**config.mk**
```make
export PLATFORM = sky130hd
export DESIGN_NAME = crc32_frame_checker_core
export DESIGN_NICKNAME = d
export VERILOG_FILES = /design/src/hdl/crcfc_pkg.sv /design/src/hdl/crcfc_front.sv /design/src/hdl/crcfc_queue.sv /design/src/hdl/crcfc_back.sv /design/src/hdl/crc32_frame_checker_core.sv
export VERILOG_INCLUDE_DIRS = /design/src /design/src/hdl
export SDC_FILE = /design/constraint.sdc
export NUM_CORES = 1
export LEC_CHECK = 0
export BUFFER_PORTS_ARGS = -buffer_cell sky130_fd_sc_hd__clkbuf_2
export CAP_MARGIN = 10
export CORE_AREA = 5 5 143 145
export CTS_CLUSTER_DIAMETER = 200
export CTS_CLUSTER_SIZE = 20
export DETAILED_ROUTE_END_ITERATION = 8
export DIE_AREA = 0 0 148 150
export PLACE_DENSITY_LB_ADDON = 0.3
export SYNTH_ARGS = -nofsm -noshare
export SYNTH_HDL_FRONTEND = slang
export SYNTH_SLANG_ARGS = --single-unit
```
**constraint.sdc**
```tcl
create_clock -name clk -period 11.96 [get_ports clk]
set_input_delay 2.392 -clock clk [delete_from_list [all_inputs] [get_ports clk]]
set_output_delay 2.392 -clock clk [all_outputs]
set_load 0.005 [all_outputs]
```
**src/hdl/crc32_frame_checker_core_macros.svh**
```systemverilog
// assertion macros for the crc32 frame checker
`ifndef CRC32_FRAME_CHECKER_CORE_MACROS_SVH
`define CRC32_FRAME_CHECKER_CORE_MACROS_SVH

// same-cycle implication, sampled on clk, off during reset
`define CRCFC_ASSERT_SAME(lbl, ante, cons) \
	lbl: assert property (@(posedge clk) disable iff (!arst_n) (ante) |-> (cons)) \
		else $error("crcfc assertion failed");

// next-cycle implication, sampled on clk, off during reset
`define CRCFC_ASSERT_NEXT(lbl, ante, cons) \
	lbl: assert property (@(posedge clk) disable iff (!arst_n) (ante) |=> (cons)) \
		else $error("crcfc assertion failed");

`endif

```
**src/hdl/crcfc_pkg.sv**
```systemverilog
// shared types, constants and the byte-wide crc update for the frame checker
`default_nettype none

package crcfc_pkg;

	localparam int MaxFrameBytes = 1024;
	localparam int CntW          = $clog2(MaxFrameBytes + 1);
	localparam int EplW          = 10;
	localparam int CmpW          = (CntW > EplW) ? CntW : EplW;
	localparam int TrailerBytes  = 4;
	localparam int QueueDepth    = 2;
	localparam int QPtrW         = $clog2(QueueDepth);
	localparam int QCntW         = $clog2(QueueDepth + 1);

	localparam logic [31:0]     CrcPoly  = 32'hEDB8_8320;
	localparam logic [31:0]     CrcOnes  = 32'hFFFF_FFFF;
	localparam logic [EplW-1:0] EplReset = EplW'(16);

	typedef enum logic [1:0] {
		StatusGood   = 2'd0,
		StatusLenErr = 2'd1,
		StatusCrcErr = 2'd2
	} status_t;

	// one command from the front to the back, one per accepted byte
	typedef struct packed {
		logic        feed;
		logic [7:0]  feed_byte;
		logic        last;
		logic        len_err;
		logic [31:0] window;
	} cmd_t;

	typedef struct packed {
		status_t     status;
		logic [31:0] computed_crc;
		logic [31:0] received_crc;
	} res_t;

	function automatic logic [31:0] crc_feed(input logic [31:0] crc_in, input logic [7:0] data);
		logic [31:0] c;
		c = crc_in ^ {24'd0, data};
		for (int k = 0; k < 8; k++) begin
			c = c[0] ? ((c >> 1) ^ CrcPoly) : (c >> 1);
		end
		return c;
	endfunction

endpackage

`default_nettype wire

```
**src/hdl/crcfc_front.sv**
```systemverilog
// front end: trailer window, byte count and length check, one command per byte
`default_nettype none

module crcfc_front (
	input  wire logic                          clk,
	input  wire logic                          arst_n,
	input  wire logic                          accept,
	input  wire logic [7:0]                    data_byte,
	input  wire logic                          last_byte,
	input  wire logic [crcfc_pkg::EplW-1:0]    expected_payload_len,
	output crcfc_pkg::cmd_t                    cmd
);

	logic [crcfc_pkg::CntW-1:0] count_q;
	logic [31:0]                window_q;
	logic [31:0]                window_next;
	logic [crcfc_pkg::CntW-1:0] payload_len;
	logic                       saturated;
	logic                       too_short;
	logic                       len_mismatch;

	assign window_next = {data_byte, window_q[31:8]};
	assign saturated   = (count_q >= crcfc_pkg::CntW'(crcfc_pkg::MaxFrameBytes));
	assign too_short   = (count_q < crcfc_pkg::CntW'(crcfc_pkg::TrailerBytes));
	// count already excludes the current byte, so payload is count + 1 - trailer
	assign payload_len = count_q - crcfc_pkg::CntW'(crcfc_pkg::TrailerBytes - 1);
	assign len_mismatch = (crcfc_pkg::CmpW'(payload_len) !=
		crcfc_pkg::CmpW'(expected_payload_len));

	always_comb begin
		cmd.feed      = !too_short;
		cmd.feed_byte = window_q[7:0];
		cmd.last      = last_byte;
		cmd.len_err   = saturated || too_short || len_mismatch;
		cmd.window    = window_next;
	end

	always_ff @(posedge clk or negedge arst_n) begin
		if (!arst_n) begin
			count_q  <= '0;
			window_q <= '0;
		end else if (accept) begin
			if (last_byte) begin
				count_q  <= '0;
				window_q <= '0;
			end else begin
				window_q <= window_next;
				if (!saturated) begin
					count_q <= count_q + crcfc_pkg::CntW'(1);
				end
			end
		end
	end

endmodule

`default_nettype wire

```
**src/hdl/crcfc_queue.sv**
```systemverilog
// short command queue between the front and the back
`default_nettype none

module crcfc_queue (
	input  wire logic  clk,
	input  wire logic  arst_n,
	input  wire logic  push,
	input  wire crcfc_pkg::cmd_t push_item,
	output logic       full,
	input  wire logic  pop,
	output crcfc_pkg::cmd_t pop_item,
	output logic       not_empty
);

	crcfc_pkg::cmd_t             slot_q [crcfc_pkg::QueueDepth];
	logic [crcfc_pkg::QPtrW-1:0] wr_ptr_q;
	logic [crcfc_pkg::QPtrW-1:0] rd_ptr_q;
	logic [crcfc_pkg::QCntW-1:0] cnt_q;
	logic                        do_push;
	logic                        do_pop;

	assign full      = (cnt_q == crcfc_pkg::QCntW'(crcfc_pkg::QueueDepth));
	assign not_empty = (cnt_q != '0);
	assign do_push   = push && !full;
	assign do_pop    = pop && not_empty;
	assign pop_item  = slot_q[rd_ptr_q];

	always_ff @(posedge clk) begin
		if (do_push) begin
			slot_q[wr_ptr_q] <= push_item;
		end
	end

	always_ff @(posedge clk or negedge arst_n) begin
		if (!arst_n) begin
			wr_ptr_q <= '0;
			rd_ptr_q <= '0;
			cnt_q    <= '0;
		end else begin
			if (do_push) begin
				wr_ptr_q <= wr_ptr_q + crcfc_pkg::QPtrW'(1);
			end
			if (do_pop) begin
				rd_ptr_q <= rd_ptr_q + crcfc_pkg::QPtrW'(1);
			end
			if (do_push && !do_pop) begin
				cnt_q <= cnt_q + crcfc_pkg::QCntW'(1);
			end else if (do_pop && !do_push) begin
				cnt_q <= cnt_q - crcfc_pkg::QCntW'(1);
			end
		end
	end

endmodule

`default_nettype wire

```
**src/hdl/crcfc_back.sv**
```systemverilog
// back end: running crc, frame verdict and the result register
`default_nettype none

module crcfc_back (
	input  wire logic  clk,
	input  wire logic  arst_n,
	input  wire logic  cmd_valid,
	input  wire crcfc_pkg::cmd_t cmd,
	output logic       cmd_take,
	output logic       res_valid,
	output crcfc_pkg::res_t res,
	input  wire logic  res_pop
);

	logic [31:0]        crc_q;
	logic [31:0]        crc_next;
	logic [31:0]        crc_final;
	logic               res_valid_q;
	crcfc_pkg::res_t    res_q;
	crcfc_pkg::status_t verdict;
	logic               res_room;
	logic               res_wr;
	logic               out_pop;

	assign out_pop   = res_pop && res_valid_q;
	assign res_room  = !res_valid_q || out_pop;
	// non-final bytes never need room in the result register
	assign cmd_take  = cmd_valid && (!cmd.last || res_room);
	assign res_wr    = cmd_take && cmd.last;
	assign crc_next  = cmd.feed ? crcfc_pkg::crc_feed(crc_q, cmd.feed_byte) : crc_q;
	assign crc_final = crc_next ^ crcfc_pkg::CrcOnes;

	always_comb begin
		priority if (cmd.len_err) begin
			verdict = crcfc_pkg::StatusLenErr;
		end else if (crc_final != cmd.window) begin
			verdict = crcfc_pkg::StatusCrcErr;
		end else begin
			verdict = crcfc_pkg::StatusGood;
		end
	end

	assign res_valid = res_valid_q;
	assign res       = res_q;

	always_ff @(posedge clk) begin
		if (res_wr) begin
			res_q.status       <= verdict;
			res_q.computed_crc <= crc_final;
			res_q.received_crc <= cmd.window;
		end
	end

	always_ff @(posedge clk or negedge arst_n) begin
		if (!arst_n) begin
			crc_q       <= crcfc_pkg::CrcOnes;
			res_valid_q <= 1'b0;
		end else begin
			if (cmd_take) begin
				crc_q <= cmd.last ? crcfc_pkg::CrcOnes : crc_next;
			end
			if (res_wr) begin
				res_valid_q <= 1'b1;
			end else if (out_pop) begin
				res_valid_q <= 1'b0;
			end
		end
	end

endmodule

`default_nettype wire

```
**src/hdl/crc32_frame_checker_core.sv**
```systemverilog
// Frame checker taking one byte per clock and giving one result per frame. A byte is
// taken on any cycle with push high and full low, so the sustained rate is one item per
// cycle, set by the byte-wide crc update in the back end; the front end forms a command for each
// byte and pushes it into a two-entry command queue, and the back end drains it at one command per
// cycle while the result register has room for a final byte. With the queue otherwise empty, the
// result of a frame passes through the queue slot and then the result register to reach the result
// ports, and it stays until popped; the back end keeps draining non-final bytes meanwhile, and full
// rises only once the queue fills behind an unpopped result. No clearing pass after reset.
// expected_payload_len resets to 16 and may be written only while no frame is in flight.
`default_nettype none

`include "crc32_frame_checker_core_macros.svh"

module crc32_frame_checker_core (
	input  wire logic                       clk,
	input  wire logic                       arst_n,
	input  wire logic                       push,
	output logic                            full,
	input  wire logic [7:0]                 data_byte,
	input  wire logic                       last_byte,
	output logic                            empty,
	input  wire logic                       pop,
	output logic [1:0]                      status,
	output logic [31:0]                     computed_crc,
	output logic [31:0]                     received_crc,
	input  wire logic                       cfg_wr_en,
	input  wire logic [crcfc_pkg::EplW-1:0] cfg_wr_data
);

	logic [crcfc_pkg::EplW-1:0] epl_q;
	logic                       in_accept;
	crcfc_pkg::cmd_t            front_cmd;
	crcfc_pkg::cmd_t            q_cmd;
	logic                       q_not_empty;
	logic                       cmd_take;
	logic                       res_valid;
	crcfc_pkg::res_t            res;

	assign in_accept = push && !full;

	always_ff @(posedge clk or negedge arst_n) begin
		if (!arst_n) begin
			epl_q <= crcfc_pkg::EplReset;
		end else if (cfg_wr_en) begin
			epl_q <= cfg_wr_data;
		end
	end

	crcfc_front u_front (
		.clk                  (clk),
		.arst_n               (arst_n),
		.accept               (in_accept),
		.data_byte            (data_byte),
		.last_byte            (last_byte),
		.expected_payload_len (epl_q),
		.cmd                  (front_cmd)
	);

	crcfc_queue u_queue (
		.clk       (clk),
		.arst_n    (arst_n),
		.push      (push),
		.push_item (front_cmd),
		.full      (full),
		.pop       (cmd_take),
		.pop_item  (q_cmd),
		.not_empty (q_not_empty)
	);

	crcfc_back u_back (
		.clk       (clk),
		.arst_n    (arst_n),
		.cmd_valid (q_not_empty),
		.cmd       (q_cmd),
		.cmd_take  (cmd_take),
		.res_valid (res_valid),
		.res       (res),
		.res_pop   (pop)
	);

	assign empty        = !res_valid;
	assign status       = res.status;
	assign computed_crc = res.computed_crc;
	assign received_crc = res.received_crc;

	// a good verdict means the two crc values agree
	`CRCFC_ASSERT_SAME(a_good_means_match, !empty && status == crcfc_pkg::StatusGood, computed_crc == received_crc)
	// a final byte leaving the queue always produces a visible result
	`CRCFC_ASSERT_NEXT(a_last_gives_result, cmd_take && q_cmd.last, !empty)
	// no result appears without a final byte being processed
	`CRCFC_ASSERT_NEXT(a_no_spurious_result, empty && !(cmd_take && q_cmd.last), empty)

endmodule

`default_nettype wire

```
==> summary.txt <==
status: finished clean
GRT Resource Usage Total: 0.249
Critical Path Max Stage Delay: 0.85 ns
Clock Tree Root: clkbuf_16
CP startpoint kind: input port
row count: 51
fin. max-slew vios: 0
cell class contributing the biggest share of worst-path delay: buffers and inverters
vias after detailed routing: 7440
Tcrit/Tclk final: 0.439
Setup-failing EPs final: 0
Total Wirelength: 26.9 mm
GR peak layer: met2
GRT met3 Usage: 0.0345
via density per instance: 5.95
Post-synth EDFFs: 152
clk_lat worst skew: 0.49 ns
YS warnings: 0
most common cell after layout, fill and taps aside: edfxtp_1
number of port buffers: 91
unrepaired setup endpoints after global routing: false
share of layout cells above drive strength 1: 0.204
Die Y: 150 µm
CP max-delay cell: o22a_1
I/O pins: 92
GPL Wtd Cong: 0.988
die area: 22200 µm²
share of flip-flops with an asynchronous set or reset: 0.372
DRT Pass-1 Iters: 5
ant diodes: 0
Max Clk Rate: 190 MHz
Layout Nets: 1028
Most used DFF post-synth: edfxtp_1
post-CTS setup buffers: 0
placed inst area: 12300 µm²
# hold bufs at CTS: 0
Simple-Gate Fraction of Synth Area: 0.0945
CP bufs+invs: 3
Cell Chain, Critical Path: clkbuf_2, nand2b_1, o22a_1, clkinv_1, nor2_4, buf_4
Area contributors post-synth: edfxtp_1, dfrtp_1, dfstp_2
most frequent cells in the layout: edfxtp_1, clkbuf_2, xnor2_1
post-synthesis compound-gate area fraction: 0.0931
post-synthesis mux area share: 0.0598
core area: 19100 µm²
TritonCTS Buffers: 16
syn avg cell area: 12.4 µm²
Post-Synth Adder-Cell Area: 0.00216
#FFs+latches synth: 242
antenna-violating nets left: 0
largest net degree at the start of global routing: 81
HPWL after DPL: 18.7 mm
vias in the first global route: 7209
synthesized area: 11600 µm²
routed len/inst: 21.5 µm
chip width: 148 µm
arrival time of the worst setup path: 5.39 ns
grt total ovfl: 0
first-pass GRT wire length: 42.2 mm
CTS tree: yes
Crit Path Max Fanout: 44
# Max-Cap Violations: 0
First DRT Iteration DRCs: 696
Clock Skew: 0.0211 ns
critical path class: in2reg
Mapped Nets: 955
slew of the pin with the lowest slew margin: 1.09 ns
Min-Delay Path Class: reg2reg
register area share after synthesis: 0.593
Longest Clk Path Bufs: 3
Clock Pin Slew Worst Setup and Hold Paths: 0.08 ns
Yosys top cell area share: 0.395
relative slew slack: 0.274
drt drc: 0
Global Route met1 Usage: 0.353
Synth area leader: edfxtp_1
fill cell count: 1450
GR Util met2: 0.395
Final TNS setup: 0 ns
Initial Util: 0.606
area grow syn2layout: 10.1%
crit end category: register
min Tclk post-route: 5.25 ns
Syn Inst Count: 929
final instance area: 12700 µm²
largest family of logic cells by synthesized area: XOR/XNOR gates
Worst EP required: 12.09 ns
XOR/XNOR share of the synthesized area: 0.129
H-tree level count: 1
Cell variety after synth: 59
post_cts resized: 0
Final Hold Viols: 0
# clock sinks: 242
antenna violations before repair: 0
==> registers in the layout, summed over array words and instances (netlist names) <==
name,flops
u_front.window_q,32
u_queue.wr_ptr_q,1
epl_q,10
u_queue.rd_ptr_q,1
u_front.count_q,11
u_back.crc_q,32
u_back.res_valid,1
u_queue.cnt_q,2
u_queue.slot_q,86
u_back.res,66
==> Yosys cell counts (14+ instances only) <==
| master | instances |
|---|---|
| xnor3_1 | 21 |
| nor2_1 | 74 |
| nand2b_1 | 36 |
| xor2_1 | 15 |
| a21oi_1 | 55 |
| xnor2_1 | 76 |
| dfstp_2 | 33 |
| mux2_2 | 28 |
| clkbuf_1 | 33 |
| dfrtp_1 | 57 |
| inv_1 | 33 |
| edfxtp_1 | 152 |
| mux2i_1 | 29 |
| nand2_1 | 73 |
| o21ai_0 | 62 |
| nor3_1 | 14 |
==> cell families after synthesis <==
logic type      count (synthesis)
buf+inv                        83
simple gates                  238
fa+ha+maj                       2
compound gates                179
mux                            62
xor+xnor                      123
flops                         242
==> per-stage QoR <==
stage	util	setup slack [ns]	hold slack, ns	cells
CTS	0.668	6.63	0.475	1250
detailed placement	0.642	6.11	0.456	1222
finish	0.668	6.71	0.471	1250
floorplan	-	5.58	0.442	929
global route	0.668	6.35	0.502	1250
global placement	0.642	6.24	0.448	1222
==> per-layer routing <==
| metal | up-vias | part of all wire |
|---|---|---|
| li1 | 3459 | - |
| met1 | 3652 | 0.42 |
| met2 | 261 | 0.48 |
| met3 | 68 | 0.059 |
| met4 | 0 | 0.043 |
| met5 | - | 0 |
==> worst paths after layout <==
path                       depth (start not counted)                       startpoint                                to  slack, ns
setup / recovery                                   6                              pop          u_back.res[15]$_DFFE_PP_       6.71
hold / removal                                     0  u_front.window_q[6]$_DFFE_PN0P_   u_queue.slot_q[0][40]$_DFFE_PP_       0.47
setup reg to reg                                   6     u_queue.rd_ptr_q$_DFFE_PN0P_          u_back.res[15]$_DFFE_PP_       7.07
hold reg to reg                                    0  u_front.window_q[6]$_DFFE_PN0P_   u_queue.slot_q[0][40]$_DFFE_PP_       0.47
max in group asynchronous                          2                           arst_n  u_front.window_q[12]$_DFFE_PN0P_       8.94
min in group asynchronous                          1                           arst_n      u_back.crc_q[22]$_DFFE_PN1P_       2.08
==> area by class of cell <==
cell class	instances	area [µm²]	share of cell area
Inverter	35	131	0.0103
Multi-Input combinational cell	604	4420	0.347
Clock buffer	27	463	0.0363
Clock inverter	1	20.0	0.00157
Tap cell	238	298	0.0234
Timing Repair Buffer	103	548	0.0430
Sequential cell	242	6860	0.539
Power is not shown: default switching activity piles up to over one toggle a cycle in this logic, so the estimate is an artifact.
